===== src/hw/rtl/csu_pkg.sv =====
// Shared types and constants of the counting semaphore unit.
// No dependencies; the top level of the unit imports this package.
`default_nettype none

package csu_pkg;

	// Field widths, fixed by the command format.
	localparam int FUNC_W   = 3;
	localparam int SEM_W    = 5;
	localparam int REQ_W    = 5;
	localparam int GRP_W    = 16;
	localparam int CNT_W    = 16;
	localparam int STATUS_W = 3;

	// Table sizes. Slots and requesters are addressed by 5-bit fields.
	localparam int SLOT_CNT       = 1 << SEM_W;
	localparam int REQ_CNT        = 1 << REQ_W;
	localparam int NUM_SEMAPHORES = 32;
	localparam int NUM_REQUESTERS = 32;

	localparam logic [CNT_W-1:0] COUNT_MAX = {CNT_W{1'b1}};

	// Operation codes.
	localparam logic [FUNC_W-1:0] FN_INIT     = 3'd0;
	localparam logic [FUNC_W-1:0] FN_DESTROY  = 3'd1;
	localparam logic [FUNC_W-1:0] FN_TRYWAIT  = 3'd2;
	localparam logic [FUNC_W-1:0] FN_WAIT     = 3'd3;
	localparam logic [FUNC_W-1:0] FN_POST     = 3'd4;
	localparam logic [FUNC_W-1:0] FN_GETVALUE = 3'd5;

	// Status codes.
	localparam logic [STATUS_W-1:0] ST_OK       = 3'd0;
	localparam logic [STATUS_W-1:0] ST_TRY_FAIL = 3'd1;
	localparam logic [STATUS_W-1:0] ST_BLOCKED  = 3'd2;
	localparam logic [STATUS_W-1:0] ST_OWNER    = 3'd3;
	localparam logic [STATUS_W-1:0] ST_FULL     = 3'd4;

	// One entry of the per-semaphore memory.
	typedef struct packed {
		logic [CNT_W-1:0] count;
		logic [GRP_W-1:0] owner;
		logic [REQ_W-1:0] head;
		logic [REQ_W-1:0] tail;
	} csu_sem_t;

	localparam int SEM_ENTRY_W = $bits(csu_sem_t);

endpackage

`default_nettype wire


===== src/hw/rtl/csu_ram.sv =====
// Generic single-port-write, single-port-read RAM with a registered read.
// Depends on nothing; used for every memory of the counting semaphore unit.
`default_nettype none

module csu_ram #(
	parameter int WIDTH = 8,
	parameter int DEPTH = 32
) (
	input  wire logic                     clk,
	input  wire logic                     we,
	input  wire logic [$clog2(DEPTH)-1:0] waddr,
	input  wire logic [WIDTH-1:0]         wdata,
	input  wire logic                     re,
	input  wire logic [$clog2(DEPTH)-1:0] raddr,
	output logic      [WIDTH-1:0]         rdata
);

	logic [WIDTH-1:0] mem [DEPTH];

	always_ff @(posedge clk) begin
		if (we) begin
			mem[waddr] <= wdata;
		end
		if (re) begin
			rdata <= mem[raddr];
		end
	end

endmodule

`default_nettype wire


===== src/hw/rtl/counting_semaphore_unit.sv =====
// Top level of the counting semaphore unit: command sequencer, slot bitmaps
// and result register. Depends on csu_pkg and csu_ram.
`default_nettype none

// Channel   Handshake              Payload
// command   start, busy            func, sem_select, requester, caller_group,
//                                  shared, initial_value
// result    done (one-cycle beat)  status, sem_out, value_out, woken_valid,
//                                  woken_requester
//
// A command beat is taken at a rising edge with start high and busy low.
// Most commands first read the semaphore memory and then check, modify and
// write it back. A post that releases a waiter whose queue holds more than
// one entry adds a further step, because the link memory is read at the head
// that the first read returned. The result beat appears in the cycle after
// the write-back, while the unit already takes a new command. Reset clears
// the in-use and queue-nonempty bitmaps at once; the memories need no
// clearing pass. The receiver cannot stall, so done lasts one cycle.

module counting_semaphore_unit
	import csu_pkg::*;
(
	input  wire logic                clk,
	input  wire logic                arst_n,
	input  wire logic                start,
	output logic                     busy,
	input  wire logic [FUNC_W-1:0]   func,
	input  wire logic [SEM_W-1:0]    sem_select,
	input  wire logic [REQ_W-1:0]    requester,
	input  wire logic [GRP_W-1:0]    caller_group,
	input  wire logic                shared,
	input  wire logic [CNT_W-1:0]    initial_value,
	output logic                     done,
	output logic [STATUS_W-1:0]      status,
	output logic [SEM_W-1:0]         sem_out,
	output logic [CNT_W-1:0]         value_out,
	output logic                     woken_valid,
	output logic [REQ_W-1:0]         woken_requester
);

	// Sequencer states.
	localparam logic [1:0] S_IDLE = 2'd0;
	localparam logic [1:0] S_EXEC = 2'd1;
	localparam logic [1:0] S_NEXT = 2'd2;

	logic [1:0] state_q, state_d;

	// Captured command.
	logic [FUNC_W-1:0] func_q;
	logic [SEM_W-1:0]  sel_q;
	logic [REQ_W-1:0]  req_q;
	logic [GRP_W-1:0]  grp_q;
	logic              shared_q;
	logic [CNT_W-1:0]  init_q;

	// Slot bitmaps, held in flops so reset clears them at once.
	logic [SLOT_CNT-1:0] in_use_q, in_use_d;
	logic [SLOT_CNT-1:0] qne_q, qne_d;

	// Semaphore memory ports.
	logic                   sem_we, sem_re;
	logic [SEM_W-1:0]       sem_waddr;
	csu_sem_t               sem_wdata, sem_rd;
	logic [SEM_ENTRY_W-1:0] sem_rdata;

	// Waiter link memory ports.
	logic             nw_we, nw_re;
	logic [REQ_W-1:0] nw_waddr, nw_wdata, nw_raddr, nw_rdata;

	// Result computed this cycle.
	logic                res_fire;
	logic [STATUS_W-1:0] res_status;
	logic [SEM_W-1:0]    res_sem;
	logic [CNT_W-1:0]    res_value;
	logic                res_wv;
	logic [REQ_W-1:0]    res_wr;

	logic             accept;
	logic [SEM_W-1:0] free_slot;
	logic             slot_found;
	logic             denied;
	logic             req_ok;

	assign accept = start && !busy;
	assign busy   = (state_q != S_IDLE);
	assign sem_re = accept;
	assign sem_rd = csu_sem_t'(sem_rdata);

	csu_ram #(
		.WIDTH(SEM_ENTRY_W),
		.DEPTH(SLOT_CNT)
	) u_sem_ram (
		.clk  (clk),
		.we   (sem_we),
		.waddr(sem_waddr),
		.wdata(sem_wdata),
		.re   (sem_re),
		.raddr(sem_select),
		.rdata(sem_rdata)
	);

	csu_ram #(
		.WIDTH(REQ_W),
		.DEPTH(REQ_CNT)
	) u_link_ram (
		.clk  (clk),
		.we   (nw_we),
		.waddr(nw_waddr),
		.wdata(nw_wdata),
		.re   (nw_re),
		.raddr(nw_raddr),
		.rdata(nw_rdata)
	);

	// Lowest free slot among the implemented ones.
	always_comb begin
		free_slot  = '0;
		slot_found = 1'b0;
		for (int i = SLOT_CNT - 1; i >= 0; i--) begin
			if (i < NUM_SEMAPHORES && !in_use_q[i]) begin
				free_slot  = SEM_W'(i);
				slot_found = 1'b1;
			end
		end
	end

	// A slot may be used only while allocated, and a private slot only by
	// the group that created it.
	assign denied = (32'(sel_q) >= NUM_SEMAPHORES) || !in_use_q[sel_q] ||
		(sem_rd.owner != '0 && sem_rd.owner != grp_q);
	assign req_ok = (32'(req_q) < NUM_REQUESTERS);

	always_comb begin
		state_d    = state_q;
		in_use_d   = in_use_q;
		qne_d      = qne_q;
		sem_we     = 1'b0;
		sem_waddr  = sel_q;
		sem_wdata  = sem_rd;
		nw_we      = 1'b0;
		nw_waddr   = sem_rd.tail;
		nw_wdata   = req_q;
		nw_re      = 1'b0;
		nw_raddr   = sem_rd.head;
		res_fire   = 1'b0;
		res_status = ST_OK;
		res_sem    = sel_q;
		res_value  = '0;
		res_wv     = 1'b0;
		res_wr     = '0;
		case (state_q)
			S_IDLE: begin
				if (accept) begin
					state_d = S_EXEC;
				end
			end
			S_EXEC: begin
				state_d  = S_IDLE;
				res_fire = 1'b1;
				if (func_q > FN_GETVALUE) begin
					// Unknown operation: answer ok and change nothing.
					res_status = ST_OK;
				end else if (func_q == FN_INIT) begin
					if (!slot_found) begin
						res_status = ST_FULL;
						res_sem    = '0;
					end else begin
						in_use_d[free_slot] = 1'b1;
						qne_d[free_slot]    = 1'b0;
						sem_we              = 1'b1;
						sem_waddr           = free_slot;
						sem_wdata.count     = init_q;
						sem_wdata.owner     = shared_q ? '0 : grp_q;
						res_sem             = free_slot;
						res_value           = init_q;
					end
				end else if (denied) begin
					res_status = ST_OWNER;
				end else begin
					case (func_q)
						FN_DESTROY: begin
							in_use_d[sel_q] = 1'b0;
							qne_d[sel_q]    = 1'b0;
						end
						FN_TRYWAIT, FN_WAIT: begin
							if (sem_rd.count != '0) begin
								sem_we          = 1'b1;
								sem_wdata.count = sem_rd.count - 1'b1;
								res_value       = sem_rd.count - 1'b1;
							end else if (func_q == FN_TRYWAIT || !req_ok) begin
								res_status = ST_TRY_FAIL;
							end else begin
								// Append the caller behind the current tail.
								if (qne_q[sel_q]) begin
									nw_we = 1'b1;
								end else begin
									sem_wdata.head = req_q;
									qne_d[sel_q]   = 1'b1;
								end
								sem_we         = 1'b1;
								sem_wdata.tail = req_q;
								res_status     = ST_BLOCKED;
							end
						end
						FN_POST: begin
							if (qne_q[sel_q]) begin
								res_value = sem_rd.count;
								res_wv    = 1'b1;
								res_wr    = sem_rd.head;
								if (sem_rd.head == sem_rd.tail) begin
									qne_d[sel_q] = 1'b0;
								end else if (32'(sem_rd.head) < NUM_REQUESTERS) begin
									// Fetch the next waiter before writing the head.
									nw_re    = 1'b1;
									res_fire = 1'b0;
									state_d  = S_NEXT;
								end
							end else begin
								sem_we = 1'b1;
								if (sem_rd.count != COUNT_MAX) begin
									sem_wdata.count = sem_rd.count + 1'b1;
									res_value       = sem_rd.count + 1'b1;
								end else begin
									res_value = sem_rd.count;
								end
							end
						end
						default: begin
							res_value = sem_rd.count;
						end
					endcase
				end
			end
			S_NEXT: begin
				// The link read has returned the new head of the queue.
				state_d        = S_IDLE;
				sem_we         = 1'b1;
				sem_wdata.head = nw_rdata;
				res_fire       = 1'b1;
				res_value      = sem_rd.count;
				res_wv         = 1'b1;
				res_wr         = sem_rd.head;
			end
			default: begin
				state_d = S_IDLE;
			end
		endcase
	end

	// Control state.
	always_ff @(posedge clk or negedge arst_n) begin
		if (!arst_n) begin
			state_q  <= S_IDLE;
			in_use_q <= '0;
			qne_q    <= '0;
			done     <= 1'b0;
		end else begin
			state_q  <= state_d;
			in_use_q <= in_use_d;
			qne_q    <= qne_d;
			done     <= res_fire;
		end
	end

	// Command capture and result payload; no reset needed.
	always_ff @(posedge clk) begin
		if (accept) begin
			func_q   <= func;
			sel_q    <= sem_select;
			req_q    <= requester;
			grp_q    <= caller_group;
			shared_q <= shared;
			init_q   <= initial_value;
		end
		if (res_fire) begin
			status          <= res_status;
			sem_out         <= res_sem;
			value_out       <= res_value;
			woken_valid     <= res_wv;
			woken_requester <= res_wr;
		end
	end

`ifndef ASSERT_OFF
	a_done_after_exec: assert property (@(posedge clk) disable iff (!arst_n)
		done |-> ($past(state_q) == S_EXEC || $past(state_q) == S_NEXT))
		else $error("result beat without a finishing command");

	a_accept_exec: assert property (@(posedge clk) disable iff (!arst_n)
		accept |=> (state_q == S_EXEC))
		else $error("accepted command did not enter execution");

	a_woken_ok: assert property (@(posedge clk) disable iff (!arst_n)
		(done && woken_valid) |-> (status == ST_OK))
		else $error("waiter released with a failing status");

	a_queue_in_use: assert property (@(posedge clk) disable iff (!arst_n)
		((qne_q & ~in_use_q) == '0))
		else $error("nonempty queue on a free slot");

	a_next_from_exec: assert property (@(posedge clk) disable iff (!arst_n)
		(state_q == S_NEXT) |-> ($past(state_q) == S_EXEC && $past(func_q) == FN_POST))
		else $error("link fetch outside a post");
`endif

endmodule

`default_nettype wire

===== config.mk =====
export PLATFORM = sky130hd
export DESIGN_NAME = counting_semaphore_unit
export DESIGN_NICKNAME = d
export VERILOG_FILES = /design/src/hw/rtl/csu_pkg.sv /design/src/hw/rtl/csu_ram.sv /design/src/hw/rtl/counting_semaphore_unit.sv
export SDC_FILE = /design/constraint.sdc
export NUM_CORES = 2
export LEC_CHECK = 0
export ABC_AREA = 1
export BUFFER_PORTS_ARGS = -buffer_cell sky130_fd_sc_hd__buf_2
export CAP_MARGIN = 30
export CELL_PAD_IN_SITES_DETAIL_PLACEMENT = 1
export CELL_PAD_IN_SITES_GLOBAL_PLACEMENT = 1
export CORE_UTILIZATION = 40
export CTS_BUF_LIST = sky130_fd_sc_hd__clkbuf_8 sky130_fd_sc_hd__clkbuf_16
export CTS_CLUSTER_SIZE = 12
export DETAILED_ROUTE_END_ITERATION = 8
export PLACE_DENSITY_LB_ADDON = 0.1
export SLEW_MARGIN = 5
export SYNTH_ARGS = -nofsm -noshare
export SYNTH_HDL_FRONTEND = slang
export SYNTH_SLANG_ARGS = --single-unit

===== constraint.sdc =====
create_clock -name clk -period 5.5 [get_ports clk]
set_clock_uncertainty 0.2 [all_clocks]
set_input_delay 0.275 -clock clk [delete_from_list [all_inputs] [get_ports clk]]
set_output_delay 0.275 -clock clk [all_outputs]
set_load 0.01 [all_outputs]

==> impl_metrics.py <==
metrics = {
    "sta": {
        "hold_viol": 0,
        "setup_viol": 0,
        "final.min_clock_period_ns": 4.700,
        "grt_setup_unrepaired": "no",
        "fmax_mhz": 212.8,
        "setup_total_negative_slack_ns": 0,
        "final_min_period_over_clock_period_pct": 85.45,
        "max-slew-margin-rel_pct": 30.48,
        "slew_viol_final": 0,
        "worst-slew-pin-transition_ns": 1.043,
    },
    "placed_design": {
        "post-place-cells": 7757,
        "dp_hpwl_um": 143800,
        "gp_routability_congestion": 0.8787,
        "port_buffers": 80,
    },
    "logic_synthesis": {
        "synth_common_cells": "sky130_fd_sc_hd__edfxtp_1, sky130_fd_sc_hd__nor2_1, sky130_fd_sc_hd__o21ai_0",
        "post_synth_num_cell_types": 58,
        "library_cell_with_the_highest_instance_count_after_synthesis": "sky130_fd_sc_hd__edfxtp_1",
        "synth-seq-cells": 1694,
        "average_footprint_of_a_synthesized_cell_um2": 12.60,
        "synthArstFlopShare_pct": 3.955,
        "post_synth_instance_area_um2": 70040,
        "synth_top_area_share_pct": 69.75,
        "synth-warning-count": 0,
        "synth_nets": 5615,
        "postSynth.topFlopCell": "sky130_fd_sc_hd__edfxtp_1",
        "yosys.area.top_type": "sky130_fd_sc_hd__edfxtp_1",
        "synthesis.instances": 5560,
        "synth-seq-area-share_pct": 72.14,
        "synth-edff-count": 1627,
        "ys_top_cells_by_area": "sky130_fd_sc_hd__edfxtp_1, sky130_fd_sc_hd__o21ai_0, sky130_fd_sc_hd__nor2_1, sky130_fd_sc_hd__o221ai_1, sky130_fd_sc_hd__dfrtp_1",
    },
    "global_routing": {
        "largest_net_degree_at_the_start_of_global_routing": 144,
        "grtUsageTotal_pct": 27.01,
        "antenna_found_initial": 12,
        "via_count_of_the_first_global_routing_pass": 49000,
        "grt_pass1_wl_um": 348800,
        "overflow": 0,
    },
    "worst_setup_path": {
        "critical_path_required_ns": 5.79,
        "critPathArrivalTime_ns": 4.99,
        "critPathCaptureType": "flop",
        "critPathLaunchType": "flop",
        "crit_type": "flop to flop",
        "worst-path-max-fanout": 31,
    },
    "min_path": {
        "holdCritPathClass": "input pin to flop",
    },
    "power_and_ir_drop": {
        "p_seq_share_pct": 48.3,
        "p_sw_share_pct": 29.12,
        "p_comb_share_pct": 16.0,
        "net-switching-power_w": 0.009545,
        "power-per-cell-area_nw_per_um2": 406.7,
        "p_int_w": 0.02323,
        "total_leakage_power_nw": 26.15,
        "power.share.clock_pct": 35.8,
        "ir_worst_vdd_mv": 0.2695,
    },
    "route": {
        "detail_route.drc_violations": 0,
        "route.detailed.vias_per_inst": 5.957,
        "antenna_violating_nets_post_route": 0,
        "dr_total_vias": 48620,
        "drt_iter0_drc": 4889,
        "wl_per_cell_um": 29.43,
        "routed_wl_um": 240200,
        "drt-pass1-iter-count": 6,
    },
    "cts": {
        "cts_tree": "yes",
        "clk_root_buffer_cell": "sky130_fd_sc_hd__clkbuf_16",
        "post-cts-setup-buffer-count": 0,
        "tritoncts.num_buffers": 183,
        "cts_htree_levels": 4,
        "clock_slew_seen_by_the_registers_of_the_worst_setup_and_hold_paths_ns": 0.05,
        "clock_sinks": 1694,
        "ctsLongestPathBuffers": 3,
        "worstSkewPairLatency_ns": 0.83,
    },
    "flow_run": {
        "drv_cap": 0,
    },
    "floorplan": {
        "die_y_um": 420.5,
        "io-pin-count": 81,
        "die_area_um2": 176800,
        "fp-row-count": 153,
        "core_um2": 173800,
        "fp.dieW_um": 420.5,
        "initial_util_pct": 40.30,
    },
    "layout": {
        "final-instance-count-excl-fill": 8163,
        "multi_input_area_um2": 17800,
        "layout.filler_cells": 17810,
        "final_net_count": 5748,
        "final_layout_size_suffix_gt1_share_pct": 11.54,
        "area_growth_pct": 15.04,
        "area.sequential_um2": 50530,
        "share_of_the_core_filled_with_cells_in_the_final_layout_pct": 46.36,
    },
    "run_status": {
        "status": "complete, no violations",
    },
}
cell usage in the layout, fill, tap and decap left out, types with 29 or more instances in the layout:
cell type / count
sky130_fd_sc_hd__clkbuf_16: 184
sky130_fd_sc_hd__o221ai_1: 304
sky130_fd_sc_hd__a21oi_1: 109
sky130_fd_sc_hd__o31ai_1: 29
sky130_fd_sc_hd__clkinv_1: 54
sky130_fd_sc_hd__inv_1: 184
sky130_fd_sc_hd__nand3_1: 206
sky130_fd_sc_hd__buf_2: 75
sky130_fd_sc_hd__o21ai_1: 48
sky130_fd_sc_hd__dfrtp_1: 67
sky130_fd_sc_hd__nand2_1: 256
sky130_fd_sc_hd__nor2_1: 978
sky130_fd_sc_hd__o21ai_0: 860
sky130_fd_sc_hd__nor2_4: 40
sky130_fd_sc_hd__a31oi_1: 51
sky130_fd_sc_hd__buf_12: 35
sky130_fd_sc_hd__a32oi_1: 45
sky130_fd_sc_hd__dlygate4sd3_1: 72
sky130_fd_sc_hd__o22ai_1: 114
sky130_fd_sc_hd__edfxtp_1: 1627
sky130_fd_sc_hd__buf_4: 156
layer usage:
metal,part of all wire [%],vias to the layer above,track usage (%)
met2,46,1493,42.25
met5,0,-,0
li1,-,21270,-
met4,2.0,0,6.250
met1,46,25580,39.73
met3,6.1,284,3.827
timing repair:
| action | 4_1_cts | 5_1_grt |
|---|---|---|
| hold buffers | 72 | 0 |
| hold endpoints to repair | 114 | 0 |
| gates resized for setup | 0 | 0 |
path summary, 6_finish.rpt:
kind                                           from                        endpoint  slack [ns]  cells past startpoint
max                        in_use_q[28]$_DFFE_PN0P_  u_sem_ram.mem[29][8]$_DFFE_PP_        0.80                     17
min                                 caller_group[3]              grp_q[3]$_DFFE_PP_        0.06                      2
max reg2reg                in_use_q[28]$_DFFE_PN0P_  u_sem_ram.mem[29][8]$_DFFE_PP_        0.80                     17
min reg2reg                                    flop                            flop        0.35                      2
max in group asynchronous                    arst_n      asynchronous set/reset pin        3.87                      4
min in group asynchronous                    arst_n      asynchronous set/reset pin        0.45                      3
power groups by stage:
stage | logic, W | registers (W) | clock network [W]
after floorplan | 0.00245 | 0.0161 | 0
after global placement | 0.00492 | 0.0161 | 0
after detailed placement | 0.00511 | 0.0161 | 0
after CTS | 0.00515 | 0.0158 | 0.0119
after global routing | 0.00555 | 0.0158 | 0.0124
final | 0.00523 | 0.0158 | 0.0117
state kept, by name, indices dropped and copies added, names as in the netlist, named ones only:
signal            count
u_sem_ram.mem      1344
u_link_ram.mem      160
u_sem_ram.rdata      42
in_use_q             32
grp_q                16
init_q               16
value_out            16
nw_wdata              5
sel_q                 5
sem_out               5
u_link_ram.rdata      5
woken_requester       5
func_q                3
status                3
state_q               2
done                  1
shared_q              1
woken_valid           1
cell families (layout without fill, tap and decap cells):
group / after synthesis / in the layout / share of synthesized area (%)
other: 0 / 7 / 0
adder cells (fa/ha/maj): 6 / 6 / 0.1072
multiplexers: 5 / 5 / 0.08038
AND/OR/NAND/NOR: 1598 / 1598 / 9.501
AO/OA/AOI/OAI: 1670 / 1670 / 14.68
flip-flops: 1694 / 1694 / 72.14
XOR/XNOR: 23 / 23 / 0.2876
buffers and inverters: 564 / 835 / 3.197
through the flow:
step | hold slack, ns | worst slack (ns) | cell area [um^2] | total power (W)
after global routing | 0.02537 | 0.5446 | 80560 | 0.03379
after floorplan | -0.2206 | 0.9391 | 70040 | 0.01855
after CTS | 0.00008693 | 0.8236 | 80480 | 0.03289
final | 0.06069 | 0.8003 | 80580 | 0.03277
after global placement | 0.2556 | 0.8936 | 74020 | 0.02101
after detailed placement | -0.04427 | 0.8309 | 74180 | 0.02120
worst max-delay path, cell delays in order, from the launching register on:
cell,delay [ns]
sky130_fd_sc_hd__dfrtp_1,0.43
sky130_fd_sc_hd__inv_1,0.06
sky130_fd_sc_hd__nor3_1,0.25
sky130_fd_sc_hd__inv_1,0.08
sky130_fd_sc_hd__nor2_1,0.16
sky130_fd_sc_hd__inv_1,0.07
sky130_fd_sc_hd__nor2_1,0.12
sky130_fd_sc_hd__and2_1,0.24
sky130_fd_sc_hd__nor2_1,0.09
sky130_fd_sc_hd__inv_2,0.19
sky130_fd_sc_hd__nor2_4,0.06
sky130_fd_sc_hd__inv_2,0.27
sky130_fd_sc_hd__buf_4,0.34
sky130_fd_sc_hd__nand2_1,0.15
sky130_fd_sc_hd__nand2_1,0.12
sky130_fd_sc_hd__nand2_1,0.54
sky130_fd_sc_hd__nor2_4,0.63
sky130_fd_sc_hd__buf_12,0.29
area by class of cell:
class	instances	area share [%]
sequential	1694	62.71
multi-input combinational	3302	22.08
clock buffer	184	5.714
timing repair buffer	343	3.806
tap	2325	3.610
clock inverter	139	1.216
inverter	169	0.8354
antenna	7	0.02174
Power figures use the tool's default switching activity.
